## src/design/assert_macros.svh

```systemverilog
// Assertion macros shared by the RTL. Define ASSERT_OFF to drop all checks.
`ifndef ASSERT_MACROS_SVH
`define ASSERT_MACROS_SVH

`ifndef ASSERT_OFF

// Check a condition at every clock edge outside reset.
`define ASSERT_ALWAYS(label, clk, rst_n, expr, msg) \
	label: assert property (@(posedge clk) disable iff (!rst_n) (expr)) else $error(msg);

// Check that a condition implies another in the same cycle.
`define ASSERT_IMPLIES(label, clk, rst_n, ante, cons, msg) \
	label: assert property (@(posedge clk) disable iff (!rst_n) (ante) |-> (cons)) \
		else $error(msg);

// Check that a condition implies another in the next cycle.
`define ASSERT_NEXT(label, clk, rst_n, ante, cons, msg) \
	label: assert property (@(posedge clk) disable iff (!rst_n) (ante) |=> (cons)) \
		else $error(msg);

`else

`define ASSERT_ALWAYS(label, clk, rst_n, expr, msg)
`define ASSERT_IMPLIES(label, clk, rst_n, ante, cons, msg)
`define ASSERT_NEXT(label, clk, rst_n, ante, cons, msg)

`endif

`endif

```

## src/design/sbp_pkg.sv

```systemverilog
package sbp_pkg;

	// Default widths of the time and shot counters
	localparam int TIME_BITS_DEF  = 16;
	localparam int COUNT_BITS_DEF = 16;

	// Fixed field widths
	localparam int SPEED_W     = 16;
	localparam int FIELD_W     = 16;
	localparam int CFG_DATA_W  = 16;
	localparam int CFG_INDEX_W = 3;

	// Request commands
	typedef enum logic [1:0] {
		CMD_TICK  = 2'd0,
		CMD_AUTO  = 2'd1,
		CMD_BURST = 2'd2,
		CMD_HALT  = 2'd3
	} cmd_t;

	// Register indexes
	localparam logic [CFG_INDEX_W-1:0] REG_SPEED_MIN    = 3'd0;
	localparam logic [CFG_INDEX_W-1:0] REG_SPEED_MAX    = 3'd1;
	localparam logic [CFG_INDEX_W-1:0] REG_EXTEND_FAST  = 3'd2;
	localparam logic [CFG_INDEX_W-1:0] REG_EXTEND_SLOW  = 3'd3;
	localparam logic [CFG_INDEX_W-1:0] REG_RETRACT_FAST = 3'd4;
	localparam logic [CFG_INDEX_W-1:0] REG_RETRACT_SLOW = 3'd5;

	// Register reset values
	localparam logic [CFG_DATA_W-1:0] SPEED_MIN_RST    = 16'd0;
	localparam logic [CFG_DATA_W-1:0] SPEED_MAX_RST    = 16'd100;
	localparam logic [CFG_DATA_W-1:0] EXTEND_FAST_RST  = 16'd20;
	localparam logic [CFG_DATA_W-1:0] EXTEND_SLOW_RST  = 16'd100;
	localparam logic [CFG_DATA_W-1:0] RETRACT_FAST_RST = 16'd20;
	localparam logic [CFG_DATA_W-1:0] RETRACT_SLOW_RST = 16'd100;

endpackage

```

## src/design/solenoid_burst_pulser.sv

```systemverilog
// Channel   Direction  Handshake           Payload
// in        request    in_valid/in_stall   cmd, speed, shot_count, elapsed_ms
// out       result     out_valid/out_stall was_pushing, solenoid_on
// cfg       write      cfg_we              cfg_index, cfg_data
//
// Tick and halt requests are handled in the accepting cycle; the result is registered the cycle after.
// A start request is accepted, then makes two multiply (16 steps) and divide
// (TIME_BITS steps) passes of one shared add/subtract unit, each closed by S_FIN,
// and commits in S_HALF; a start with a degenerate speed range goes straight to S_HALF.
// Reset (arst_n low) clears all control state and loads the register defaults.
// in_stall is high while a start is in progress or a result waits under out_stall.
`include "assert_macros.svh"

module solenoid_burst_pulser #(
	parameter int TIME_BITS  = sbp_pkg::TIME_BITS_DEF,
	parameter int COUNT_BITS = sbp_pkg::COUNT_BITS_DEF
) (
	input  logic                             clk,
	input  logic                             arst_n,
	input  logic                             in_valid,
	output logic                             in_stall,
	input  logic [1:0]                       cmd,
	input  logic [sbp_pkg::SPEED_W-1:0]      speed,
	input  logic [sbp_pkg::FIELD_W-1:0]      shot_count,
	input  logic [sbp_pkg::FIELD_W-1:0]      elapsed_ms,
	output logic                             out_valid,
	input  logic                             out_stall,
	output logic                             was_pushing,
	output logic                             solenoid_on,
	input  logic                             cfg_we,
	input  logic [sbp_pkg::CFG_INDEX_W-1:0]  cfg_index,
	input  logic [sbp_pkg::CFG_DATA_W-1:0]   cfg_data
);

	localparam int SW     = sbp_pkg::SPEED_W;
	localparam int TW     = TIME_BITS;
	localparam int PW     = SW + TW;
	localparam int UW     = PW + 1;
	localparam int STEP_W = $clog2(TW > SW ? TW : SW);

	typedef enum logic [2:0] {
		S_IDLE,
		S_MUL,
		S_DIV,
		S_FIN,
		S_HALF
	} state_t;

	// Configuration registers
	logic [SW-1:0] speed_min_q, speed_max_q;
	logic [TW-1:0] ext_fast_q, ext_slow_q, ret_fast_q, ret_slow_q;

	// Pulser state
	logic [TW-1:0]         hp_q;
	logic [TW-1:0]         cd_q;
	logic [COUNT_BITS-1:0] cyc_q;
	logic                  auto_q;
	logic                  drive_q;

	// Sequencer
	state_t                state_q;
	logic [STEP_W-1:0]     step_q;
	logic                  sel_q;
	logic [SW-1:0]         x_q, xs_q, span_q;
	logic [TW-1:0]         mag_q;
	logic                  neg_q;
	logic [PW-1:0]         pr_q;
	logic [TW-1:0]         ext_q, ret_q;
	logic                  burst_q;
	logic [COUNT_BITS-1:0] shots_q;
	logic                  push_q;
	logic                  out_valid_q;
	logic                  was_pushing_q;

	// Combinational helpers
	logic                  in_acc;
	logic [TW-1:0]         el;
	logic                  cyc_nz;
	logic                  pushing;
	logic [SW-1:0]         spd_cl;
	logic                  degen;
	logic                  pair_ret;
	logic [TW-1:0]         pair_fast, pair_slow, slow_cur;
	logic [TW:0]           diff, negd;
	logic                  pair_neg;
	logic [TW-1:0]         pair_mag;
	logic [UW-1:0]         unit_a, unit_b, unit_sum;
	logic                  unit_sub;
	logic                  cd_gt;
	logic                  div_ok;

	assign in_stall    = (state_q != S_IDLE) || (out_valid_q && out_stall);
	assign in_acc      = in_valid && !in_stall;
	assign out_valid   = out_valid_q;
	assign was_pushing = was_pushing_q;
	assign solenoid_on = drive_q;

	assign el      = TW'(elapsed_ms);
	assign cyc_nz  = (cyc_q != '0);
	assign pushing = auto_q || cyc_nz;
	assign degen   = (speed_max_q <= speed_min_q);

	// Clamp the speed, upper bound first
	always_comb begin
		priority if (speed > speed_max_q) begin
			spd_cl = speed_max_q;
		end else if (speed < speed_min_q) begin
			spd_cl = speed_min_q;
		end else begin
			spd_cl = speed;
		end
	end

	// Pick the time pair to load and take its signed difference apart
	assign pair_ret  = (state_q == S_FIN);
	assign pair_fast = pair_ret ? ret_fast_q : ext_fast_q;
	assign pair_slow = pair_ret ? ret_slow_q : ext_slow_q;
	assign slow_cur  = sel_q ? ret_slow_q : ext_slow_q;
	assign diff      = {1'b0, pair_fast} - {1'b0, pair_slow};
	assign negd      = -diff;
	assign pair_neg  = diff[TW];
	assign pair_mag  = pair_neg ? negd[TW-1:0] : diff[TW-1:0];

	// Shared add/subtract unit
	always_comb begin
		unit_a   = '0;
		unit_b   = '0;
		unit_sub = 1'b0;
		unique case (state_q)
			S_IDLE: begin
				unit_a   = UW'(cd_q);
				unit_b   = UW'(el);
				unit_sub = 1'b1;
			end
			S_MUL: begin
				unit_a = UW'({pr_q[PW-2:0], 1'b0});
				unit_b = xs_q[SW-1] ? UW'(mag_q) : '0;
			end
			S_DIV: begin
				unit_a   = UW'(pr_q[PW-1:TW-1]);
				unit_b   = UW'(span_q);
				unit_sub = 1'b1;
			end
			S_FIN: begin
				unit_a   = UW'(slow_cur);
				unit_b   = UW'(pr_q[TW-1:0]);
				unit_sub = neg_q;
			end
			S_HALF: begin
				unit_a = UW'(ext_q);
				unit_b = UW'(ret_q);
			end
			default: begin
				unit_sub = 1'b0;
			end
		endcase
		unit_sum = unit_sub ? (unit_a - unit_b) : (unit_a + unit_b);
	end

	assign cd_gt  = !unit_sum[UW-1] && (unit_sum[TW-1:0] != '0);
	assign div_ok = !unit_sum[UW-1];

	// Hold configuration registers
	always_ff @(posedge clk or negedge arst_n) begin
		if (!arst_n) begin
			speed_min_q <= sbp_pkg::SPEED_MIN_RST;
			speed_max_q <= sbp_pkg::SPEED_MAX_RST;
			ext_fast_q  <= TW'(sbp_pkg::EXTEND_FAST_RST);
			ext_slow_q  <= TW'(sbp_pkg::EXTEND_SLOW_RST);
			ret_fast_q  <= TW'(sbp_pkg::RETRACT_FAST_RST);
			ret_slow_q  <= TW'(sbp_pkg::RETRACT_SLOW_RST);
		end else if (cfg_we) begin
			case (cfg_index)
				sbp_pkg::REG_SPEED_MIN:    speed_min_q <= cfg_data;
				sbp_pkg::REG_SPEED_MAX:    speed_max_q <= cfg_data;
				sbp_pkg::REG_EXTEND_FAST:  ext_fast_q  <= TW'(cfg_data);
				sbp_pkg::REG_EXTEND_SLOW:  ext_slow_q  <= TW'(cfg_data);
				sbp_pkg::REG_RETRACT_FAST: ret_fast_q  <= TW'(cfg_data);
				sbp_pkg::REG_RETRACT_SLOW: ret_slow_q  <= TW'(cfg_data);
				default: begin
				end
			endcase
		end
	end

	// Sequencer, pulser state and result register
	always_ff @(posedge clk or negedge arst_n) begin
		if (!arst_n) begin
			state_q       <= S_IDLE;
			step_q        <= '0;
			sel_q         <= 1'b0;
			hp_q          <= '0;
			cd_q          <= '0;
			cyc_q         <= '0;
			auto_q        <= 1'b0;
			drive_q       <= 1'b0;
			out_valid_q   <= 1'b0;
			was_pushing_q <= 1'b0;
			burst_q       <= 1'b0;
			push_q        <= 1'b0;
		end else begin
			// Drop a result once taken
			if (out_valid_q && !out_stall) begin
				out_valid_q <= 1'b0;
			end

			unique case (state_q)
				S_IDLE: begin
					if (in_acc) begin
						unique case (sbp_pkg::cmd_t'(cmd))
							sbp_pkg::CMD_TICK: begin
								out_valid_q   <= 1'b1;
								was_pushing_q <= pushing;
								if (el != '0) begin
									if (auto_q && cyc_nz) begin
										auto_q <= 1'b0;
									end
									if (pushing) begin
										if (cd_gt) begin
											cd_q <= unit_sum[TW-1:0];
										end else begin
											cd_q    <= hp_q;
											drive_q <= !drive_q;
											if (drive_q && cyc_nz) begin
												cyc_q <= cyc_q - 1'b1;
											end
										end
									end else begin
										drive_q <= 1'b0;
									end
								end
							end
							sbp_pkg::CMD_AUTO, sbp_pkg::CMD_BURST: begin
								push_q  <= pushing;
								burst_q <= (sbp_pkg::cmd_t'(cmd) == sbp_pkg::CMD_BURST);
								shots_q <= COUNT_BITS'(shot_count);
								if (degen) begin
									ext_q   <= ext_slow_q;
									ret_q   <= ret_slow_q;
									state_q <= S_HALF;
								end else begin
									x_q     <= spd_cl - speed_min_q;
									xs_q    <= spd_cl - speed_min_q;
									span_q  <= speed_max_q - speed_min_q;
									mag_q   <= pair_mag;
									neg_q   <= pair_neg;
									pr_q    <= '0;
									sel_q   <= 1'b0;
									step_q  <= STEP_W'(SW - 1);
									state_q <= S_MUL;
								end
							end
							sbp_pkg::CMD_HALT: begin
								out_valid_q   <= 1'b1;
								was_pushing_q <= pushing;
								auto_q        <= 1'b0;
								cyc_q         <= '0;
								cd_q          <= '0;
							end
						endcase
					end
				end
				// Shift-add one speed bit per step, MSB first
				S_MUL: begin
					pr_q <= unit_sum[PW-1:0];
					xs_q <= {xs_q[SW-2:0], 1'b0};
					if (step_q == '0) begin
						step_q  <= STEP_W'(TW - 1);
						state_q <= S_DIV;
					end else begin
						step_q <= step_q - 1'b1;
					end
				end
				// Restoring divide by the span, one quotient bit per step
				S_DIV: begin
					pr_q <= {div_ok ? unit_sum[SW-1:0] : pr_q[PW-2:TW-1],
						pr_q[TW-2:0], div_ok};
					if (step_q == '0) begin
						state_q <= S_FIN;
					end else begin
						step_q <= step_q - 1'b1;
					end
				end
				// Apply the signed quotient to the slow time
				S_FIN: begin
					if (!sel_q) begin
						ext_q   <= unit_sum[TW-1:0];
						sel_q   <= 1'b1;
						mag_q   <= pair_mag;
						neg_q   <= pair_neg;
						pr_q    <= '0;
						xs_q    <= x_q;
						step_q  <= STEP_W'(SW - 1);
						state_q <= S_MUL;
					end else begin
						ret_q   <= unit_sum[TW-1:0];
						state_q <= S_HALF;
					end
				end
				// Commit the half period and start pushing
				S_HALF: begin
					hp_q          <= unit_sum[TW:1];
					auto_q        <= 1'b1;
					out_valid_q   <= 1'b1;
					was_pushing_q <= push_q;
					if (cyc_nz) begin
						cd_q <= '0;
					end
					if (burst_q) begin
						cyc_q <= shots_q;
					end else begin
						cyc_q <= '0;
					end
					state_q <= S_IDLE;
				end
				default: begin
					state_q <= S_IDLE;
				end
			endcase
		end
	end

	`ASSERT_IMPLIES(a_busy_stalls, clk, arst_n, state_q != S_IDLE, in_stall, "busy but not stalled")
	`ASSERT_IMPLIES(a_no_result_in_calc, clk, arst_n, state_q == S_MUL || state_q == S_DIV, !out_valid_q, "result pending during calculation")
	`ASSERT_IMPLIES(a_rem_below_span, clk, arst_n, state_q == S_DIV, pr_q[PW-1:TW] < span_q, "divide remainder not below span")
	`ASSERT_NEXT(a_commit_starts, clk, arst_n, state_q == S_HALF, auto_q && out_valid_q && state_q == S_IDLE, "start did not commit")

endmodule

```

## config.mk

```make
export PLATFORM = sky130hd
export DESIGN_NAME = solenoid_burst_pulser
export DESIGN_NICKNAME = d
export VERILOG_FILES = /design/src/design/sbp_pkg.sv /design/src/design/solenoid_burst_pulser.sv
export VERILOG_INCLUDE_DIRS = /design/src /design/src/design
export SDC_FILE = /design/constraint.sdc
export NUM_CORES = 1
export LEC_CHECK = 0
export BUFFER_PORTS_ARGS = -buffer_cell sky130_fd_sc_hd__buf_2
export CORE_UTILIZATION = 45
export CTS_CLUSTER_DIAMETER = 40
export DETAILED_ROUTE_END_ITERATION = 16
export PLACE_DENSITY_LB_ADDON = 0.25
export SYNTH_ARGS = -nofsm -noshare
export SYNTH_HDL_FRONTEND = slang
export SYNTH_SLANG_ARGS = --single-unit
```

## constraint.sdc

```tcl
create_clock -name clk -period 15.7 [get_ports clk]
set_clock_uncertainty 0.1 [all_clocks]
set_input_delay 0 -clock clk [delete_from_list [all_inputs] [get_ports clk]]
set_output_delay 0 -clock clk [all_outputs]
set_load 0.01 [all_outputs]
```

==> impl_metrics.csv <==
group,metric,value,unit
logic_synthesis,ys.flop_type,"edfxtp_1",
critical_path,cp-end-kind,"register",
logic_synthesis,synth-simple-area-share,14.2,%
grt,track_usage,26.9,%
grt,grt.overflow.total,0,
logic_synthesis,synth_seq_cells,303,
critical_path,crit_buf_inv,2,
power_and_ir_drop,totalPowerFinal,5.43,mW
clocking,numCtsBuffers,49,
floorplanning,coreArea,0.0423,mm^2
logic_synthesis,syn_avg_cell_area,9.58,um^2
cells_and_area,regMostFlops,"pr_q",
critical_path,r2r_setup_slack,7.85,ns
cells_and_area,instances_no_fill,2782,
logic_synthesis,synth_cell_type_count,81,
critical_path,crit_path_frequent_cell,"nand2_1",
route,dr.pass1.iters,5,
grt,antenna_found_initial,0,
floorplanning,start_util,46.1,%
critical_path,cp_max_fo,56,
timing,fin_crit_sh,50.0,%
cells_and_area,diodes,0,
logic_synthesis,synth_warnings,0,
critical_path,r2r_start,"state_q[1]",
flow_run,maxCapViolCount,0,
status,status,"finished clean",
timing,fin_crit,7.85,ns
grt,grt_pass1_wl,91700,um
clocking,clockRootBuffer,"clkbuf_16",
place,routabilityCongestion,0.976,
logic_synthesis,synth-compound-area-share,19.4,%
cells_and_area,fin_nets,2360,
timing,rsz0062_at_grt,"false",
critical_path,slowest_delay,0.76,ns
floorplanning,rows,75,
critical_path,path_cells,"buf_4, or2_2, nor2_1, buf_4, a22oi_1, o21ai_0, or3_1, nor3b_1, nand2_1, nand2_1, xnor2_1, ha_1, and3_1, and3_1, o311ai_0, nand2_1, xnor2_1, nand4b_1, nor4bb_1, nor2_1, nor2_2, a221o_1",
logic_synthesis,synthMuxAreaShare,8.18,%
critical_path,cp_slowest_cell,"xnor2_1",
floorplanning,io_pins,78,
cells_and_area,fill_cells,3748,
cells_and_area,final_area,0.0229,mm^2
critical_path,cpLargestDelayFamily,"simple AND/OR/NAND/NOR gates",
logic_synthesis,synthCells,2034,
timing,final_max_slew_viol_count,0,
route,drtIter0Drc,1740,
timing,finalSetupTns,0,ns
logic_synthesis,synth_edf_count,145,
power_and_ir_drop,p_per_area,237,mW/mm^2
floorplanning,dieArea,0.0442,mm^2
logic_synthesis,synthesis.nets,2230,
clocking,clk_latency,0.58,ns
route,ant_nets,0,
clocking,cts.path.max_buffers,3,
clocking,clk_pin_slew,0.05,ns
critical_path,r2r_end,"cd_q[14]",
power_and_ir_drop,vdd_drop_max,168,uV
critical_path,crit_arrival,8.26,ns
place,hpwl,42800,um
power_and_ir_drop,leakage,9.47,nW
clocking,cts_num_sinks,303,
grt,grt_max_degree,72,
critical_path,required,16.11,ns
logic_synthesis,synth_top_family_by_area,"compound AO/OA/AOI/OAI gates",
critical_path,critPathKind,"reg -> reg",
logic_synthesis,ys_async_sr_fraction,52.1,%
route,drc_errors,0,
logic_synthesis,synth_area,0.0195,mm^2
cells_and_area,largest_register_ffs,32,
cells_and_area,drive_gt1_share,14.5,%
logic_synthesis,synth_fa_ha_area_share,7.99,%
critical_path,r2r_cells,22,
worst_hold_path,hold_end,"shots_q[14]",
critical_path,cp-start-kind,"register",
place,place_area,0.0205,mm^2
worst_hold_path,min_from,"shot_count[14]",
timing,whs,0.0280,ns
route,drt-wirelength-per-cell,21.1,um
route,via_per_inst,5.85,
clocking,cts_tree,"built",
timing,max_freq,127,MHz
place,dp.cells,2625,
worst_hold_path,hp-class,"in -> reg",
route,wirelength,58700,um
clocking,cts_setup_buffers,0,
timing,setup_viol,0,
timing,hold_viol,0,
cells_and_area,areaGrowthSynthToFinish,17.4,%
floorplanning,die_x,210,um
floorplanning,fp.dieH,210,um
logic_synthesis,synth_xor_area_share,3.92,%
clocking,ctsHtreeMaxLevel,2,
timing,tightestPinTransition,1.44,ns
logic_synthesis,ys_seq_area_share,42.7,%
worst_hold_path,holdPathStages,2,
timing,slew_headroom,3.44,%
route,dr_total_vias,16300,
grt,grt_pass1_vias,15600,
place,io_buffer_count,77,
-- cells in the mapped netlist (7+ instances only) --
cell      count  area (um^2)
a211oi_1     11         82.6
a21boi_0     15          113
a21o_1       34          255
a21oi_1     128          641
a221o_1      16          160
a22o_1        8         70.1
a22oi_1      22          165
a31oi_1      12         75.1
and2_1       22          138
and3_1       14         87.6
buf_1        14         52.6
buf_2        14         70.1
clkbuf_1     61          229
dfrtp_1     145         3630
dfstp_2      13          342
edfxtp_1    145         4350
ha_1        118         1480
inv_1        81          304
mux2_2       74          833
mux2i_1      67          671
nand2_1     273         1020
nand2b_1     18          113
nand3_1      26          130
nand4_1      10         62.6
nor2_1      125          469
nor2b_1      21          131
nor3_1       29          145
nor4_1        9         56.3
o211ai_1     10         75.1
o21a_1       13         97.6
o21ai_0     218         1090
o21bai_1      7         52.6
o22ai_1      29          181
or2_2         8         50.1
or3_1        13         81.3
xnor2_1      51          447
xor2_1       33          289
-- where the power goes --
part,internal (mW),leakage (nW),switching (mW)
Sequential,1.13,3.24,0.132
Combinational,1.09,5.40,1.97
Clock,0.685,0.828,0.420
-- layout make-up --
type                       count  area, um^2  share of cell area, %
multi-input combinational   1555       10600                   46.1
sequential                   303        8330                   36.4
clock buffer                  52        1280                   5.59
inverter                      82         308                   1.34
clock inverter                40         408                   1.78
tap                          577         722                   3.15
timing repair buffer         173        1290                   5.65
-- worst max path at each step --
stage	startpoint	depth (start not counted)	endpoint	slack (ns)
finish	state_q[1]	22	cd_q[14]	7.85
global route	state_q[1]	22	cd_q[10]	7.28
CTS	state_q[1]	22	cd_q[14]	7.90
detailed placement	state_q[1]	22	cd_q[9]	7.95
global placement	state_q[1]	22	cd_q[14]	8.03
floorplan	state_q[1]	28	cyc_q[10]	9.99
-- through the flow --
stage	worst slack, ns	util, %
finish	7.85	54.1
detailed placement	7.95	48.5
floorplan	9.99	-
global placement	8.03	48.5
global route	7.28	54.1
CTS	7.90	54.1
-- worst register-to-register path: cells and delay by family (launching register included) --
family / cells / cell delay [ns]
AO/OA/AOI/OAI: 4 / 0.94
XOR/XNOR: 2 / 0.83
adder cells (fa/ha/maj): 1 / 0.36
buffers and inverters: 2 / 0.92
flip-flops: 1 / 0.61
AND/OR/NAND/NOR: 13 / 4.03
-- what timing repair did --
item                      in CTS  in global routing
resized for setup              0                  0
hold endpoints to repair     180                  0
hold buffers                  65                  0
-- layout by cell type (no fill, tap or decap), types with 22 or more instances in the layout --
cell type        n
nor2_1         125
xor2_1          33
nand2_1        272
buf_2           76
nand3_1         26
edfxtp_1       145
a21o_1          34
mux2_2          74
mux2i_1         67
inv_1           81
buf_4           31
a21oi_1        128
o22ai_1         29
dlygate4sd3_1   64
xnor2_1         51
o21ai_0        217
dfrtp_1        144
clkbuf_16       51
nor3_1          27
ha_1           118
a22oi_1         22
-- logic make-up (layout without fill, tap and decap cells) --
kind of cell / count (synthesis) / count (layout)
and+or+nand+nor: 602 / 602
AOI/OAI and AO/OA: 601 / 601
DFF: 303 / 303
buffers and inverters: 176 / 347
muxes: 145 / 145
adders and majority gates: 122 / 122
xor gates and xnor gates: 85 / 85
-- routing by layer --
layer | global-route usage, % | wire, um | up-vias
li1 | - | - | 7736
met1 | 38.8 | 26800 | 7809
met2 | 41.7 | 26000 | 644
met3 | 4.04 | 4430 | 82
met4 | 8.18 | 1490 | 0
met5 | 0 | 0 | -
No activity file was read; power rests on OpenSTA's default activity.
